$ cat config.mk
export PLATFORM = sky130hd
export DESIGN_NAME = ir_pulse_frame_decoder
export DESIGN_NICKNAME = d
export VERILOG_FILES = /design/src/rtl/irpfd_pkg.sv /design/src/rtl/irpfd_step.sv /design/src/rtl/ir_pulse_frame_decoder.sv
export SDC_FILE = /design/constraint.sdc
export NUM_CORES = 1
export LEC_CHECK = 0
export BUFFER_PORTS_ARGS = -buffer_cell sky130_fd_sc_hd__buf_2
export CAP_MARGIN = 20
export CORE_UTILIZATION = 40
export CTS_CLUSTER_DIAMETER = 150
export CTS_CLUSTER_SIZE = 12
export DETAILED_ROUTE_END_ITERATION = 7
export SLEW_MARGIN = 10
export SYNTH_ARGS = -nofsm -noshare
export SYNTH_HDL_FRONTEND = slang
export SYNTH_SLANG_ARGS = --single-unit
$ cat constraint.sdc
create_clock -name clk -period 7.68 [get_ports clk]
set_clock_uncertainty 0.1 [all_clocks]
set_input_delay 0.384 -clock clk [delete_from_list [all_inputs] [get_ports clk]]
set_output_delay 0.384 -clock clk [all_outputs]
set_load 0.05 [all_outputs]
$ cat src/rtl/irpfd_pkg.sv
// Package for the infrared pulse frame decoder.
// Holds payload structs, register indexes, status codes and reset values.
// No dependencies; imported by every module of the decoder.
`timescale 1ns / 1ps

package irpfd_pkg;

  localparam int DATA_BITS_DEFAULT = 32;

  localparam int DUR_W    = 16;
  localparam int WORD_W   = 32;
  localparam int STATUS_W = 3;
  localparam int IDX_W    = 3;

  typedef enum logic [STATUS_W-1:0] {
    ST_OK               = 3'd0,
    ST_BAD_LEADER_MARK  = 3'd1,
    ST_BAD_LEADER_SPACE = 3'd2,
    ST_BAD_DATA_MARK    = 3'd3,
    ST_BAD_STOP_MARK    = 3'd4
  } status_t;

  typedef enum logic [IDX_W-1:0] {
    REG_LEADER_MARK_MIN  = 3'd0,
    REG_LEADER_MARK_MAX  = 3'd1,
    REG_LEADER_SPACE_MIN = 3'd2,
    REG_LEADER_SPACE_MAX = 3'd3,
    REG_BIT_MARK_MIN     = 3'd4,
    REG_BIT_MARK_MAX     = 3'd5,
    REG_ONE_SPACE_THRESH = 3'd6
  } reg_index_t;

  localparam logic [DUR_W-1:0] RST_LEADER_MARK_MIN  = 16'd8500;
  localparam logic [DUR_W-1:0] RST_LEADER_MARK_MAX  = 16'd10000;
  localparam logic [DUR_W-1:0] RST_LEADER_SPACE_MIN = 16'd4000;
  localparam logic [DUR_W-1:0] RST_LEADER_SPACE_MAX = 16'd5500;
  localparam logic [DUR_W-1:0] RST_BIT_MARK_MIN     = 16'd300;
  localparam logic [DUR_W-1:0] RST_BIT_MARK_MAX     = 16'd700;
  localparam logic [DUR_W-1:0] RST_ONE_SPACE_THRESH = 16'd1000;

  typedef struct packed {
    logic             start_of_frame;
    logic [DUR_W-1:0] duration;
  } in_item_t;

  typedef struct packed {
    logic [STATUS_W-1:0] status;
    logic [WORD_W-1:0]   data_word;
  } out_item_t;

  typedef struct packed {
    logic [DUR_W-1:0] leader_mark_min;
    logic [DUR_W-1:0] leader_mark_max;
    logic [DUR_W-1:0] leader_space_min;
    logic [DUR_W-1:0] leader_space_max;
    logic [DUR_W-1:0] bit_mark_min;
    logic [DUR_W-1:0] bit_mark_max;
    logic [DUR_W-1:0] one_space_threshold;
  } cfg_regs_t;

  // Control outcome of one decode step.
  typedef struct packed {
    logic emit;
    logic open_next;
  } step_ctl_t;

endpackage

$ cat src/rtl/irpfd_step.sv
// One decode step of the infrared pulse frame decoder (combinational).
// Depends on irpfd_pkg for payload, configuration and status types.
`timescale 1ns / 1ps

module irpfd_step #(
  parameter int DATA_BITS = irpfd_pkg::DATA_BITS_DEFAULT,
  parameter int POS_W     = $clog2(2 * DATA_BITS + 3)
) (
  input  irpfd_pkg::cfg_regs_t         cfg,
  input  irpfd_pkg::in_item_t          item,
  input  logic                         frame_open,
  input  logic [POS_W-1:0]             frame_position,
  input  logic [irpfd_pkg::WORD_W-1:0] shift_reg,
  output irpfd_pkg::step_ctl_t         ctl,
  output logic [POS_W-1:0]             position_next,
  output logic [irpfd_pkg::WORD_W-1:0] shift_reg_next,
  output irpfd_pkg::out_item_t         result
);
  import irpfd_pkg::*;

  localparam logic [POS_W-1:0] STOP_POS = POS_W'(2 * DATA_BITS + 2);
  localparam logic [POS_W-1:0] POS_LEADER_SPACE = POS_W'(1);
  localparam logic [POS_W-1:0] POS_FIRST_BIT = POS_W'(2);

  logic in_leader_mark;
  logic in_leader_space;
  logic in_bit_mark;
  logic is_one;

  assign in_leader_mark  = (item.duration >= cfg.leader_mark_min) &&
                           (item.duration <= cfg.leader_mark_max);
  assign in_leader_space = (item.duration >= cfg.leader_space_min) &&
                           (item.duration <= cfg.leader_space_max);
  assign in_bit_mark     = (item.duration >= cfg.bit_mark_min) &&
                           (item.duration <= cfg.bit_mark_max);
  assign is_one          = item.duration > cfg.one_space_threshold;

  always_comb begin
    ctl.emit       = 1'b0;
    ctl.open_next  = frame_open;
    position_next  = frame_position;
    shift_reg_next = shift_reg;
    result.status  = ST_OK;

    if (item.start_of_frame) begin
      shift_reg_next = '0;
      if (!in_leader_mark) begin
        ctl.emit      = 1'b1;
        ctl.open_next = 1'b0;
        position_next = '0;
        result.status = ST_BAD_LEADER_MARK;
      end else begin
        ctl.open_next = 1'b1;
        position_next = POS_LEADER_SPACE;
      end
    end else if (frame_open) begin
      if (frame_position == POS_LEADER_SPACE) begin
        if (!in_leader_space) begin
          ctl.emit      = 1'b1;
          result.status = ST_BAD_LEADER_SPACE;
        end else begin
          position_next = POS_FIRST_BIT;
        end
      end else if (frame_position >= STOP_POS) begin
        ctl.emit      = 1'b1;
        result.status = in_bit_mark ? ST_OK : ST_BAD_STOP_MARK;
      end else if (!frame_position[0]) begin
        if (!in_bit_mark) begin
          ctl.emit      = 1'b1;
          result.status = ST_BAD_DATA_MARK;
        end else begin
          position_next = frame_position + POS_W'(1);
        end
      end else begin
        shift_reg_next = {shift_reg[WORD_W-2:0], is_one};
        position_next  = frame_position + POS_W'(1);
      end
      // Any emitted result closes the frame.
      if (ctl.emit) begin
        ctl.open_next = 1'b0;
        position_next = '0;
      end
    end
    result.data_word = shift_reg_next;
  end

endmodule

$ cat src/rtl/ir_pulse_frame_decoder.sv
// Top level of the infrared pulse frame decoder.
// Depends on irpfd_pkg and instantiates irpfd_step.
// Holds the configuration registers, the item register, the frame state and the result register.
`timescale 1ns / 1ps

// The decoder takes one measured mark or space duration per transfer and
// walks an NEC-style frame: leader mark, leader space, DATA_BITS mark/space
// pairs and a stop mark. Each transfer with start_of_frame set opens a new
// frame, dropping any frame in progress. One result transfer (status and the
// bits collected so far, first bit most significant, last 32 kept) leaves at
// the stop mark or at the first failed window check; durations that arrive
// while no frame is open are discarded. Throughput is one input transfer per
// clock while the input is not stalled: an accepted item sits in a single item
// register, the decode step is one set of window compares and a shift, and its
// outcome is written to the frame state and the result register when the item
// retires. A held result stalls the input only when the next item would itself
// produce a result. Configuration registers are always ready and must be
// written only while the decoder is idle.
module ir_pulse_frame_decoder #(
  parameter int DATA_BITS = irpfd_pkg::DATA_BITS_DEFAULT
) (
  input  logic                          clk,
  input  logic                          rst,
  input  logic                          in_valid,
  output logic                          in_stall,
  input  irpfd_pkg::in_item_t           in_data,
  output logic                          out_valid,
  input  logic                          out_stall,
  output irpfd_pkg::out_item_t          out_data,
  input  logic                          cfg_valid,
  output logic                          cfg_ready,
  input  logic [irpfd_pkg::IDX_W-1:0]   cfg_index,
  input  logic [irpfd_pkg::DUR_W-1:0]   cfg_data
);
  import irpfd_pkg::*;

  localparam int POS_W = $clog2(2 * DATA_BITS + 3);

  // Configuration registers.
  cfg_regs_t cfg;

  // Item register between the input channel and the decode step.
  logic     item_valid;
  in_item_t item;

  // Frame state.
  logic              frame_open;
  logic [POS_W-1:0]  frame_position;
  logic [WORD_W-1:0] shift_reg;

  // Decode step outputs.
  step_ctl_t         ctl;
  logic [POS_W-1:0]  position_next;
  logic [WORD_W-1:0] shift_reg_next;
  out_item_t         result;

  logic step_go;
  logic in_take;

  assign cfg_ready = 1'b1;

  always_ff @(posedge clk) begin
    if (rst) begin
      cfg.leader_mark_min     <= RST_LEADER_MARK_MIN;
      cfg.leader_mark_max     <= RST_LEADER_MARK_MAX;
      cfg.leader_space_min    <= RST_LEADER_SPACE_MIN;
      cfg.leader_space_max    <= RST_LEADER_SPACE_MAX;
      cfg.bit_mark_min        <= RST_BIT_MARK_MIN;
      cfg.bit_mark_max        <= RST_BIT_MARK_MAX;
      cfg.one_space_threshold <= RST_ONE_SPACE_THRESH;
    end else if (cfg_valid && cfg_ready) begin
      case (cfg_index)
        REG_LEADER_MARK_MIN:  cfg.leader_mark_min     <= cfg_data;
        REG_LEADER_MARK_MAX:  cfg.leader_mark_max     <= cfg_data;
        REG_LEADER_SPACE_MIN: cfg.leader_space_min    <= cfg_data;
        REG_LEADER_SPACE_MAX: cfg.leader_space_max    <= cfg_data;
        REG_BIT_MARK_MIN:     cfg.bit_mark_min        <= cfg_data;
        REG_BIT_MARK_MAX:     cfg.bit_mark_max        <= cfg_data;
        REG_ONE_SPACE_THRESH: cfg.one_space_threshold <= cfg_data;
        default: begin
          // Writes beyond the register list are dropped.
        end
      endcase
    end
  end

  irpfd_step #(
    .DATA_BITS (DATA_BITS),
    .POS_W     (POS_W)
  ) u_step (
    .cfg            (cfg),
    .item           (item),
    .frame_open     (frame_open),
    .frame_position (frame_position),
    .shift_reg      (shift_reg),
    .ctl            (ctl),
    .position_next  (position_next),
    .shift_reg_next (shift_reg_next),
    .result         (result)
  );

  // The held item retires unless it needs the result register while that
  // register still holds a result the consumer has not taken.
  assign step_go  = item_valid && (!ctl.emit || !out_valid || !out_stall);
  assign in_stall = item_valid && !step_go;
  assign in_take  = in_valid && !in_stall;

  always_ff @(posedge clk) begin
    if (rst) begin
      item_valid <= 1'b0;
    end else if (in_take) begin
      item_valid <= 1'b1;
    end else if (step_go) begin
      item_valid <= 1'b0;
    end
  end

  always_ff @(posedge clk) begin
    if (in_take) begin
      item <= in_data;
    end
  end

  always_ff @(posedge clk) begin
    if (rst) begin
      frame_open     <= 1'b0;
      frame_position <= '0;
      shift_reg      <= '0;
    end else if (step_go) begin
      frame_open     <= ctl.open_next;
      frame_position <= position_next;
      shift_reg      <= shift_reg_next;
    end
  end

  always_ff @(posedge clk) begin
    if (rst) begin
      out_valid <= 1'b0;
    end else if (step_go && ctl.emit) begin
      out_valid <= 1'b1;
    end else if (!out_stall) begin
      out_valid <= 1'b0;
    end
  end

  always_ff @(posedge clk) begin
    if (step_go && ctl.emit) begin
      out_data <= result;
    end
  end

endmodule

## Word level (Yosys, flattened, before mapping)

Cells that the tools add are included.

- $add $sub $neg: 1
- Magnitude comparators: 8
- Equality and inequality tests: 10
- Muxes and demuxes: 39
- Reduce and logical (&&, ||, !) cells: 27

Operator list:

| cell | count |
|---|---|
| $mux 32 | 5 |
| $mux 7 | 8 |
| $ge 16x16->1 | 3 |
| $le 16x16->1 | 3 |
| $mux 3 | 6 |
| $gt 16x16->1 | 1 |
| $mux 1 | 16 |
| $reduce_and 2->1 | 7 |
| $eq 3x3->1 const B | 3 |
| $mux 2 | 4 |
| $ne 4x3->1 const B | 2 |
| $add 7x1->7 const B | 1 |
| $eq 7x1->1 const B | 1 |
| $ge 7x7->1 const B | 1 |
| $logic_and 1x1->1 | 7 |
| $eq 3x2->1 const B | 2 |
| $logic_not 1->1 | 5 |
| $reduce_and 5->1 | 1 |
| $reduce_bool 5->1 | 1 |
| $reduce_and 4->1 | 1 |
| $reduce_bool 2->1 | 2 |
| $eq 3x1->1 const B | 1 |
| $logic_not 3->1 | 1 |
| $logic_or 1x1->1 | 2 |
| $ne 2x1->1 const B | 1 |

- Register bits: 206
- Bits of input ports: 41
- Output and inout port bits: 38
- Word-level logic and storage cells: 102

## Logic depth before layout (Yosys ltp)

Gate-level depths: netlist of the first run.

- Word-level depth: 20
- Gate-level depth with buffers: 12
- Mapped depth without buffers: 11

## Cells and area by module

A second synthesis of the first run with hierarchy kept.

- Cell total of the unflattened synthesis: 1332
- Area, all modules: 11507.3 µm²

Modules (own cells, without submodules):

| module | times used | cells an instance | area an instance (µm²) | seq. area each (µm²) |
|---|---|---|---|---|
| ir_pulse_frame_decoder | 1 | 741 | 7587.3 | 4644.5 |
| irpfd_step | 1 | 591 | 3920.0 | 0.0 |

## Worst setup path before layout of the first run

No wires, ideal clock.

- Kind: register -> register
- From: register item[0] (netlist name)
- To: register out_data[0] (netlist name) (enable)
- Library setup time: 439 ps
- Arrival time: 4121 ps
- Setup slack: 3020 ps
- Cell stages (with the launch flop): 12
- Buffers on the path: 0
- Path through: edfxtp_1 -> inv_1 -> ha_1 -> nand2b_1 -> a2111oi_0 -> nor4_1 -> o21ai_1 -> a31oi_2 -> o311ai_2 -> o2bb2ai_1 -> nand2_1 -> a21oi_1

- Longest elaborated chain between the ends: 15
- Elaborated cells between the ends (all ways): 24
- Classes of those cells: 6 x order compare; 10 x mux; 8 x reduce/logical

RTL lines:

| what | RTL line | RTL |
|---|---|---|
| $ge 16x16->1 / $le 16x16->1 (equally long branches) | irpfd_step.sv:34, irpfd_step.sv:35 |  |
| $logic_and 1x1->1 | irpfd_step.sv:34 | `assign in_bit_mark = (item.duration >= cfg.bit_mark_min) &&` |
| $mux 1 | irpfd_step.sv:68 | `if (!in_bit_mark) begin` |
| $mux 1 | irpfd_step.sv:67 | `end else if (!frame_position[0]) begin` |
| $mux 1 | irpfd_step.sv:64 | `end else if (frame_position >= STOP_POS) begin` |
| $mux 1 | irpfd_step.sv:57 | `if (frame_position == POS_LEADER_SPACE) begin` |
| $mux 1 | irpfd_step.sv:56 | `end else if (frame_open) begin` |
| $mux 1 | irpfd_step.sv:45 | `if (item.start_of_frame) begin` |
| $mux 2 | irpfd_step.sv:56 |  |
| $mux 2 (*) | irpfd_step.sv:45 |  |
| $logic_not 1->1 | ir_pulse_frame_decoder.sv:104 | `assign step_go = item_valid && (!ctl.emit \|\| !out_valid \|\| !out_stall);` |
| $logic_or 1x1->1 (2 in a row) | ir_pulse_frame_decoder.sv:104 |  |
| $logic_and 1x1->1 | ir_pulse_frame_decoder.sv:104 |  |
| $logic_and 1x1->1 (*) | ir_pulse_frame_decoder.sv:147 | `if (step_go && ctl.emit) begin` |
| end signal, assigned | ir_pulse_frame_decoder.sv:148 | `out_data <= result;` |
| end, declared | ir_pulse_frame_decoder.sv:29 | `output irpfd_pkg::out_item_t out_data,` |

Every way passes the cells marked *; elsewhere a longest branch is shown, timed or not. The select of a mux whose other input is x is not followed.
A chain may end at the register's enable or synchronous reset.

## Final worst setup path of the first run

- From: register item[0] (netlist name)
- To: output port in_stall

- Longest elaborated chain between the ends: 16
- Elaborated cells between the ends (all ways): 25
- Classes of those cells: 6 x order compare; 10 x mux; 9 x reduce/logical

RTL lines:

| what | RTL line | RTL |
|---|---|---|
| $ge 16x16->1 / $le 16x16->1 (equally long branches) | irpfd_step.sv:34, irpfd_step.sv:35 |  |
| $logic_and 1x1->1 | irpfd_step.sv:34 |  |
| $mux 1 | irpfd_step.sv:68 |  |
| $mux 1 | irpfd_step.sv:67 |  |
| $mux 1 | irpfd_step.sv:64 |  |
| $mux 1 | irpfd_step.sv:57 |  |
| $mux 1 | irpfd_step.sv:56 |  |
| $mux 1 | irpfd_step.sv:45 |  |
| $mux 2 | irpfd_step.sv:56 |  |
| $mux 2 (*) | irpfd_step.sv:45 |  |
| $logic_not 1->1 (*) | ir_pulse_frame_decoder.sv:104 |  |
| $logic_or 1x1->1 (*) (2 in a row) | ir_pulse_frame_decoder.sv:104 |  |
| $logic_and 1x1->1 (*) | ir_pulse_frame_decoder.sv:104 |  |
| $logic_not 1->1 (*) | ir_pulse_frame_decoder.sv:105 | `assign in_stall = item_valid && !step_go;` |
| $logic_and 1x1->1 (*) | ir_pulse_frame_decoder.sv:105 |  |
| end, declared | ir_pulse_frame_decoder.sv:25 | `output logic in_stall,` |

Marks and branches as above.

==> results of run 1 <==
-- cells by family after synthesis --
group,Yosys count,share of synthesized area
compound gates,244,0.144
fa+ha+maj,115,0.136
buf+inv,167,0.0633
flops,206,0.439
mux,32,0.0303
other cells,1,0.000355
simple gates,448,0.186
-- path summary, 6_finish.rpt --
path | endpoint | slack (ns) | cells past startpoint
worst max-delay path | in_stall | 3.34 | 12
worst min-delay path | item[16]$_DFFE_PP_ | 0.02 | 1
worst max register to register | item[15]$_DFFE_PP_ | 3.55 | 10
worst min register to register | cfg[110]$_SDFFE_PP0P_ | 0.36 | 2
-- worst reg2reg max path, stage by stage, from the launching register on --
cell,delay (ns)
edfxtp_1,0.54
ha_1,0.39
nand4_1,0.20
or4_1,0.54
o21ai_1,0.14
a31oi_1,0.07
a41oi_2,0.25
o311ai_2,0.25
o2bb2ai_1,0.21
nand2_1,0.19
o21a_1,0.83
-- per-stage QoR --
step | hold WS (ns) | worst slack [ns] | cell area (µm²) | util | instances
finish | 0.0202 | 3.34 | 12000 | 0.463 | 1637
global route | 0.00309 | 2.99 | 12000 | 0.463 | 1637
CTS | 0.00578 | 3.36 | 12000 | 0.461 | 1635
detailed placement | 0.348 | 3.49 | 11200 | 0.433 | 1583
global placement | 0.342 | 3.58 | 11200 | 0.433 | 1583
floorplan | 0.336 | 3.02 | 10600 | - | 1213
-- routing by layer --
metal | track usage | share of wire | wire, µm
met1 | 0.299 | 0.48 | 13500
met3 | 0.0276 | 0.050 | 1430
met2 | 0.339 | 0.45 | 12800
met4 | 0.0450 | 0.018 | 511
met5 | 0 | 0.00060 | 17
-- final cells by class --
class	count	area (µm²)
sequential	206	4640
timing repair buffer	102	646
clock buffer	36	582
fill	2534	14000
inverter	117	439
tap	335	419
clock inverter	1	11.3
multi-input combinational	840	5290
-- timing repair --
item | in CTS | in global routing
buffers inserted | 0 | 0
endpoints found under the hold margin | 15 | 0
hold buffers | 15 | 0
-- placed cells by master, fill, tap and decap left out, types with 5 or more instances in the layout --
cell type and count:
nand2_1 274, a21boi_0 6, mux2i_1 32, a211o_1 20, o21a_1 8, clkbuf_16 21, or3_1 7, nor3_1 6
a21o_1 5, dfxtp_1 154, nand2b_1 11, buf_4 9, nand3_1 16, nor2_1 70, nor2b_1 8, ha_1 115
dlygate4sd3_1 15, nand4_1 19, clkbuf_1 15, a21oi_1 138, o21ai_0 20, a211oi_1 10, inv_1 117, edfxtp_1 52
nand3b_1 20, buf_2 76, o32ai_1 6
-- power breakdown --
| group | switching, mW | total, mW | internal [mW] | leakage [nW] |
|---|---|---|---|---|
| Clock | 0.423 | 0.937 | 0.515 | 0.283 |
| Combinational | 0.167 | 0.256 | 0.0886 | 2.71 |
| Sequential | 0.0216 | 1.16 | 1.14 | 1.71 |
| Total | 0.611 | 2.35 | 1.74 | 4.70 |
==> impl_metrics.csv, run 1 <==
group,metric,value,unit
status,status,"finished clean",
logic_synthesis,ys_seq_area_frac,0.439,
global_route,grt_pass1_vias,7857,
critical_path,crit_buf_inv,2,
drt,drc,0,
clock_network,cts_max_level,1,
logic_synthesis,ys_ff_latch,206,
critical_path,cp_slowest_cell,"o311ai_2",
drt,via_per_inst,5.22,
critical_path,end_kind,"output pin",
place,portBuffers,77,
clock_network,cts_tree,"done",
global_route,grt_usage,0.210,
sta,min_period,4.34,ns
critical_path,timing.rr.start,"item[11]$_DFFE_PP_",
critical_path,cp-start-kind,"flip-flop",
pwr,p_total,2.35,mW
finish,nets,1444,
worst_hold_path,hold_path.startpoint,"in_data[16]",
sta,setup-violations-final,0,
clock_network,cts_buffers,21,
clock_network,clk_pin_slew,0.06,ns
drt,drt-initial-drc-count,615,
die,rows,59,
critical_path,slowest_delay,0.53,ns
logic_synthesis,netlist_top_cells_area,"dfxtp_1 (29%), edfxtp_1 (15%), ha_1 (14%)",
drt,via_count,8548,
critical_path,crit_family,"compound AO/OA/AOI/OAI gates",
clock_network,clk_latency,0.51,ns
logic_synthesis,netlist_area,0.0106,mm²
finish,n_antenna_cell,0,
pwr,power.density,196,mW/mm²
sta,finalSetupTns,0,ns
critical_path,required,7.20,ns
finish,drive_gt1_frac,0.0968,
worst_hold_path,min_path_type,"primary input to flip-flop",
sta,slew_violations,0,
clock_network,clock_sink_count,206,
drt,totalWireLength,28300,µm
logic_synthesis,ys_top_cells_by_count,"nand2_1 (274), dfxtp_1 (154), a21oi_1 (139)",
pwr,peakVddDrop,0.188,mV
logic_synthesis,synth_enable_flop_cells,52,
die,core_area,0.0260,mm²
critical_path,critPathMaxFanout,7,
logic_synthesis,syn_inst,1213,
die,die_y,165,µm
place,place.gp.congestion,0.893,
logic_synthesis,yosysUniqueCellTypes,56,
clock_network,cts_resized,0,
drt,drtPass1Iterations,7,
pwr,p_leak,4.70,nW
critical_path,crit_start,"item[0]$_DFFE_PP_",
global_route,grt_pass1_wl,43700,µm
sta,hold_viol_final,0,
drt,wire_per_inst,17.3,µm
global_route,grt_max_degree,89,
logic_synthesis,yosys_warnings,0,
logic_synthesis,syn_avg_cell_area,8.71,µm²
critical_path,path_cells,"inv_1 -> ha_1 -> nand2b_1 -> a2111oi_0 -> nor4_1 -> o21ai_1 -> a31oi_2 -> o311ai_2 -> o2bb2ai_1 -> nand2_1 -> nor2_1 -> buf_2",
logic_synthesis,synth_top_flop_cell,"dfxtp_1",
sta,relSlewSlack,0.279,
die,die_area,0.0271,mm²
sta,max_freq,0.230,GHz
critical_path,path_class,"flip-flop to output pin",
logic_synthesis,yosysMostFrequentCell,"nand2_1",
die,start_util,0.407,
logic_synthesis,synth_top_area_frac,0.292,
logic_synthesis,yosysTopAreaCell,"dfxtp_1",
global_route,antenna_found_initial,1,
finish,largest_register_ffs,112,
drt,ant_nets,0,
run,maxCapViolations,0,
finish,syn2layout_area_growth,13.8,%
die,die_w,165,µm
die,pin_count,79,
clock_network,clockBufferDepth,3,
place,dp_hpwl,19400,µm
sta,rsz0062_at_grt,"false",
logic_synthesis,syn_nets,1369,
logic_synthesis,synthArstFlopShare,0,
sta,tightest_slew,1.08,ns
critical_path,arrival,3.86,ns
sta,period_share,0.565,
clock_network,cts_root_buffer,"clkbuf_16",
global_route,grt-ovfl-total,0,
(Power assumes the default switching activity.)
==> run 2, diff against run 1 <==
--- a/config.mk
+++ b/config.mk
@@ -5,6 +5,7 @@
 export SDC_FILE = /design/constraint.sdc
 export NUM_CORES = 1
 export LEC_CHECK = 0
+export ABC_AREA = 1
 export BUFFER_PORTS_ARGS = -buffer_cell sky130_fd_sc_hd__buf_2
 export CAP_MARGIN = 20
 export CORE_UTILIZATION = 40
==> constraint.sdc (replaced) <==
create_clock -name clk -period 4.1 [get_ports clk]
set_clock_uncertainty 0.1 [all_clocks]
set_input_delay 0.205 -clock clk [delete_from_list [all_inputs] [get_ports clk]]
set_output_delay 0.205 -clock clk [all_outputs]
set_load 0.05 [all_outputs]
==> run 2 against run 1 <==
Effect of this change:
- global-route usage is 0.29 points lower
- sequential power grew 90%
- utilization is 0.49 points higher
- power up 92%
- synthesized cell count rose by 5.4%
- count of clock-buffer cells in the layout shrank 3
- non-clock buffer count is 22 higher
- critical endpoint unchanged
==> impl_metrics.csv, run 2 <==
group,metric,value,unit
sta,period_share,0.832,
logic_synthesis,synth_enable_flop_cells,52,
finish,final_cell_mix,"nand2_1 (175), inv_1 (168), a21oi_1 (159), dfxtp_1 (154), nor2_1 (128)",
clock_network,cts_root_buffer,"clkbuf_16",
critical_path,rr_worst_depth,15,
pwr,peakVddDrop,0.303,mV
sta,final.setup.worst_slack,0.688,ns
clock_network,hold_buffers,35,
sta,holdWs,0.113,ns
logic_synthesis,synthXorXnorAreaFrac,0.00415,
logic_synthesis,ys_ff_latch,206,
critical_path,cp_slowest_cell,"edfxtp_1",
critical_path,r2r-end,"out_data[25]$_DFFE_PP_",
place,portBuffers,77,
logic_synthesis,yosysMostFrequentCell,"nand2_1",
finish,n_antenna_cell,0,
drt,drt-initial-drc-count,722,
die,die_w,164,µm
global_route,antenna_found_initial,0,
clock_network,postCtsSetupBuffers,0,
logic_synthesis,synth_compound_area_frac,0.182,
die,die_area,0.0270,mm²
status,status,"finished clean",
critical_path,reg2reg_slack,0.77,ns
place,place.gp.congestion,0.852,
logic_synthesis,ys_top_cells_by_count,"nand2_1 (175), inv_1 (169), a21oi_1 (159)",
finish,drive_gt1_frac,0.102,
drt,drc,0,
logic_synthesis,netlist_top_cells_area,"dfxtp_1 (29%), edfxtp_1 (15%), ha_1 (14%)",
logic_synthesis,netlist_area,0.0105,mm²
finish,largest_register_ffs,112,
finish,final_common_cell,"nand2_1",
sta,relSlewSlack,0.322,
logic_synthesis,synth_top_family_by_area,"compound AO/OA/AOI/OAI gates",
critical_path,critPathMaxFanout,7,
sta,finalSetupTns,0,ns
sta,hold_viol_final,0,
worst_hold_path,whs_path_depth,4,
logic_synthesis,syn_avg_cell_area,8.24,µm²
pwr,p_leak,5.45,nW
die,core_area,0.0260,mm²
global_route,grt_pass1_vias,7967,
worst_hold_path,hold_path_end,"cfg[8]$_SDFFE_PP1P_",
critical_path,path_class,"flip-flop to output pin",
drt,drtPass1Iterations,7,
pwr,power.density,373,mW/mm²
drt,via_count,8810,
drt,totalWireLength,27400,µm
clock_network,clk_pin_slew,0.06,ns
clock_network,cts_buffers,21,
logic_synthesis,syn_inst,1279,
clock_network,clock_sink_count,206,
die,start_util,0.406,
sta,slew_violations,0,
sta,max_freq,0.293,GHz
critical_path,crit_top_cell,"nand2_1",
run,maxCapViolations,0,
logic_synthesis,yosys.area_share.simple,0.151,
clock_network,clockBufferDepth,3,
critical_path,end_kind,"output pin",
logic_synthesis,syn_nets,1435,
finish,syn2layout_area_growth,15.3,%
sta,rsz0062_at_grt,"false",
drt,via_per_inst,5.12,
logic_synthesis,synthMuxAreaShare,0,
logic_synthesis,yosys_warnings,0,
worst_hold_path,min_path_type,"primary input to flip-flop",
critical_path,path_cells,"ha_1 -> nand4_1 -> nor3_1 -> o21ai_1 -> nand2_1 -> nand2_1 -> nand2_1 -> nand2_1 -> nand2_4 -> nand3_1 -> inv_1 -> buf_2",
logic_synthesis,synthArstFlopShare,0,
critical_path,cp-start-kind,"flip-flop",
critical_path,crit_buf_inv,2,
logic_synthesis,synth_top_flop_cell,"dfxtp_1",
die,die_y,164,µm
clock_network,clk_latency,0.50,ns
finish,fill_cells,2550,
logic_synthesis,yosysTopAreaCell,"dfxtp_1",
finish,nets,1531,
sta,min_period,3.41,ns
critical_path,timing.rr.start,"item[13]$_DFFE_PP_",
die,rows,59,
global_route,grt_usage,0.207,
clock_network,cts_tree,"done",
drt,wire_per_inst,15.9,µm
global_route,grt_pass1_wl,43600,µm
sta,tightest_slew,1.02,ns
place,dp_hpwl,19300,µm
critical_path,arrival,3.11,ns
clock_network,cts_max_level,1,
drt,ant_nets,0,
critical_path,required,3.80,ns
sta,setup-violations-final,0,
die,pin_count,79,
logic_synthesis,synth_top_area_frac,0.292,
logic_synthesis,yosysUniqueCellTypes,37,
clock_network,cts_resized,0,
critical_path,cp_num_cells,12,
logic_synthesis,ys_seq_area_frac,0.441,
critical_path,crit_family,"simple AND/OR/NAND/NOR gates",
global_route,grt-ovfl-total,0,
critical_path,slowest_delay,0.56,ns
global_route,grt_max_degree,94,
logic_synthesis,synthAdderAreaFrac,0.136,
place,post-place-ws,0.811,ns
worst_hold_path,hold_path.startpoint,"cfg_index[2]",
run 2: report_power, final:
part | switching [mW] | total [mW] | internal [mW]
combinational | 0.379 | 0.583 | 0.205
clock | 0.786 | 1.74 | 0.958
sequential | 0.0449 | 2.20 | 2.16
run 2: metrics by stage:
stage / power, mW / cell area (µm²) / std cells / util
after floorplan: 2.63 / 10500 / 1279 / -
after global placement: 2.79 / 11200 / 1652 / 0.432
after detailed placement: 2.80 / 11200 / 1652 / 0.432
after CTS: 4.58 / 12200 / 1722 / 0.468
after global routing: 4.74 / 12200 / 1722 / 0.468
final: 4.53 / 12200 / 1722 / 0.468
run 2: cells by family (layout without fill, tap and decap cells):
group,count (synthesis),after routing
AOI/OAI and AO/OA,357,357
xor gates and xnor gates,5,5
adders and majority gates,115,115
buffers and inverters,229,337
DFF,206,206
other,1,1
and+or+nand+nor,366,366
run 2: worst max path at each step:
stage / startpoint / endpoint / slack, ns
floorplan: item[15]$_DFFE_PP_ / out_data[0]$_DFFE_PP_ / 0.91
global placement: item[13]$_DFFE_PP_ / out_data[24]$_DFFE_PP_ / 0.88
detailed placement: item[13]$_DFFE_PP_ / out_data[24]$_DFFE_PP_ / 0.81
CTS: item[13]$_DFFE_PP_ / in_stall / 0.70
global route: item[7]$_DFFE_PP_ / in_stall / 0.53
finish: item[13]$_DFFE_PP_ / in_stall / 0.69
run 2: cell type report:
type / count / area (µm²) / area share
Clock buffer: 33 / 571 / 0.0469
Clock inverter: 2 / 20.0 / 0.00165
Inverter: 178 / 669 / 0.0551
Multi-Input combinational cell: 844 / 5000 / 0.411
Sequential cell: 206 / 4640 / 0.382
Tap cell: 335 / 419 / 0.0345
Timing Repair Buffer: 124 / 838 / 0.0690
run 2: worst min-delay path: cells and delay by family:
kind	cells	cell delay, ns
AOI/OAI and AO/OA	1	0.15
buffers and inverters	1	0.10
and+or+nand+nor	2	0.21
run 2: metal layers:
layer	vias to the layer above	part of all wire	routed length [µm]	global-route usage
li1	4480	-	-	-
met1	4078	0.49	13500	0.310
met2	218	0.43	11900	0.313
met3	34	0.052	1430	0.0268
met4	0	0.020	553	0.0484
met5	-	0	0	0
==> run 3, diff against run 2 <==
==> constraint.sdc (replaced) <==
create_clock -name clk -period 2.9 [get_ports clk]
set_clock_uncertainty 0.1 [all_clocks]
set_input_delay 0.145 -clock clk [delete_from_list [all_inputs] [get_ports clk]]
set_output_delay 0.145 -clock clk [all_outputs]
set_load 0.05 [all_outputs]
==> run 3 against run 2 <==
Effect of this change:
- the run now ends with setup timing left
- global-route usage grew 0.64 points
- register-to-register slack worse by 0.86 ns
- count of clock-buffer cells in the layout increased by 1
- clock power up 43%
- combinational power increased by 70%
- power up 45%
- utilization is 3.5 points higher
- first-iteration DRC count shrank 14%
- cell count is 2.7% higher
- final area increased by 7.4%
- die area stayed put
==> impl_metrics.csv, run 3 (synthesis gave the netlist of run 2 again) <==
group,metric,value,unit
status,status,"finished, violations left",
status,failed_checks,"setup timing",
critical_path,crit_top_cell,"nand2_4",
die,start_util,0.406,
die,pin_count,79,
place,portBuffers,77,
place,post-place-ws,-0.0608,ns
clock_network,cts_max_level,1,
clock_network,clockBufferDepth,3,
critical_path,arrival,3.10,ns
global_route,grt-ovfl-total,0,
pwr,intPower,4.79,mW
die,die_area,0.0270,mm²
sta,max_freq,0.334,GHz
pwr,p_sw,1.80,mW
worst_hold_path,hold_path.startpoint,"rst",
critical_path,cp_slowest_cell,"edfxtp_1",
finish,largest_register_ffs,112,
critical_path,slowest_delay,0.51,ns
finish,fill_cells,2500,
finish,nets,1578,
worst_hold_path,min_path_type,"primary input to flip-flop",
pwr,power.density,504,mW/mm²
drt,drtPass1Iterations,5,
critical_path,timing.rr.start,"item[11]$_DFFE_PP_",
die,die_y,164,µm
place,dp_hpwl,19600,µm
global_route,grt_max_degree,54,
sta,final.setup.worst_slack,-0.0903,ns
drt,drc,0,
critical_path,cp-start-kind,"flip-flop",
global_route,grt_pass1_wl,44600,µm
clock_network,cts_tree,"done",
drt,drt-initial-drc-count,619,
clock_network,cts_buffers,21,
pwr,p_leak,5.85,nW
sta,slew_violations,0,
finish,syn2layout_area_growth,23.9,%
sta,relSlewSlack,0.466,
pwr,combPwrFrac,0.151,
sta,min_period,2.99,ns
global_route,grt_pass1_vias,8438,
global_route,grt_usage,0.214,
die,rows,59,
drt,via_per_inst,5.08,
critical_path,critPathMaxFanout,19,
place,place.gp.congestion,0.849,
finish,drive_gt1_frac,0.183,
sta,setup-violations-final,41,
clock_network,clk_latency,0.50,ns
pwr,peakVddDrop,0.372,mV
critical_path,crit_family,"compound AO/OA/AOI/OAI gates",
clock_network,clk_pin_slew,0.06,ns
finish,finalNonFillerCells,1769,
critical_path,required,3.01,ns
pwr,pwr-share-seq,0.473,
pwr,p_sw_frac,0.273,
drt,wire_per_inst,16.3,µm
sta,holdWs,0.0856,ns
place,place_inst,1677,
drt,ant_nets,0,
finish,final_common_cell,"inv_1",
pwr,p_clk_frac,0.376,
finish,n_antenna_cell,0,
clock_network,clock_sink_count,206,
critical_path,crit_buf_inv,3,
critical_path,end_kind,"flip-flop",
die,core_area,0.0260,mm²
critical_path,crit_start,"item[11]$_DFFE_PP_",
global_route,antenna_found_initial,0,
sta,period_share,1.03,
finish,final_cell_mix,"inv_1 (165), nand2_1 (158), dfxtp_1 (154), a21oi_1 (144), o21ai_0 (113)",
clock_network,cts_root_buffer,"clkbuf_16",
critical_path,path_class,"flip-flop to flip-flop",
sta,rsz0062_at_grt,"true",
die,die_w,164,µm
drt,via_count,8984,
drt,totalWireLength,28900,µm
run,maxCapViolations,0,
sta,hold_viol_final,0,
sta,tightest_slew,0.800,ns
critical_path,path_cells,"ha_1 -> a21oi_1 -> o21ai_0 -> a21oi_2 -> nand2_1 -> nand2_1 -> nand2_2 -> nand2_4 -> nand3_4 -> nand2_4 -> nand2_4 -> buf_6 -> a21boi_4 -> nand2_2 -> clkinvlp_4 -> buf_12",
## run 3: cell types whose count changed in the layout (fill, tap and decap cells not counted), sizes merged
cell and change:
buf +44, clkinvlp +1, inv -2, clkbuf +4
## run 3: path summary, 6_finish.rpt
| kind | slack (ns) | to | depth (start not counted) |
|---|---|---|---|
| setup / recovery | -0.09 | out_data[23]$_DFFE_PP_ | 16 |
| hold / removal | 0.09 | shift_reg[4]$_SDFFE_PP0P_ | 3 |
| setup reg to reg | -0.09 | out_data[23]$_DFFE_PP_ | 16 |
| hold reg to reg | 0.36 | cfg[86]$_SDFFE_PP0P_ | 2 |
## run 3: worst reg2reg max path: stages, from the launching register on
cell	delay, ns
edfxtp_1	0.51
ha_1	0.35
a21oi_1	0.22
o21ai_0	0.14
a21oi_2	0.21
nand2_1	0.08
nand2_1	0.07
nand2_2	0.07
nand2_4	0.07
nand3_4	0.08
nand2_4	0.07
nand2_4	0.06
buf_6	0.13
a21boi_4	0.17
nand2_2	0.09
clkinvlp_4	0.12
buf_12	0.17
## run 3: through the flow
step | TNS, ns | area (µm²) | total power, mW | utilization
after floorplan | 0 | 10500 | 3.72 | -
after global placement | -1.90 | 11500 | 3.99 | 0.442
after detailed placement | -2.26 | 11500 | 4.01 | 0.442
after CTS | -1.74 | 12600 | 6.58 | 0.485
after global routing | -11.79 | 13100 | 6.87 | 0.503
final | -2.92 | 13100 | 6.58 | 0.503
## run 3: power groups by stage
stage	Clock (mW)	Sequential, mW	Combinational [mW]
floorplan	0	3.20	0.524
global placement	0	3.17	0.816
detailed placement	0	3.18	0.831
CTS	2.55	3.11	0.916
global route	2.64	3.12	1.11
finish	2.48	3.11	0.993
## run 3: metal layers
layer	GRT usage	share of wire
met1	0.299	0.48
met2	0.341	0.45
met3	0.0265	0.048
met4	0.0661	0.027
met5	0	0
## run 3: cell type report
type	count	area, µm²	area share
multi-input cells	844	5380	0.412
repair buffers	171	1360	0.104
clock buffers	34	574	0.0440
clock inverters	1	11.3	0.000862
well taps	335	419	0.0321
flip-flops and latches	206	4640	0.356
inverters	178	673	0.0515
## run 3: repair_timing
action                     4_1_cts  5_1_grt
gates resized for setup         27       84
pin swaps                       13       34
hold buffers                    35        0
buffers inserted                14        5
hold endpoints to repair       131        0
gates cloned                     0        4
setup endpoints to repair       72       93
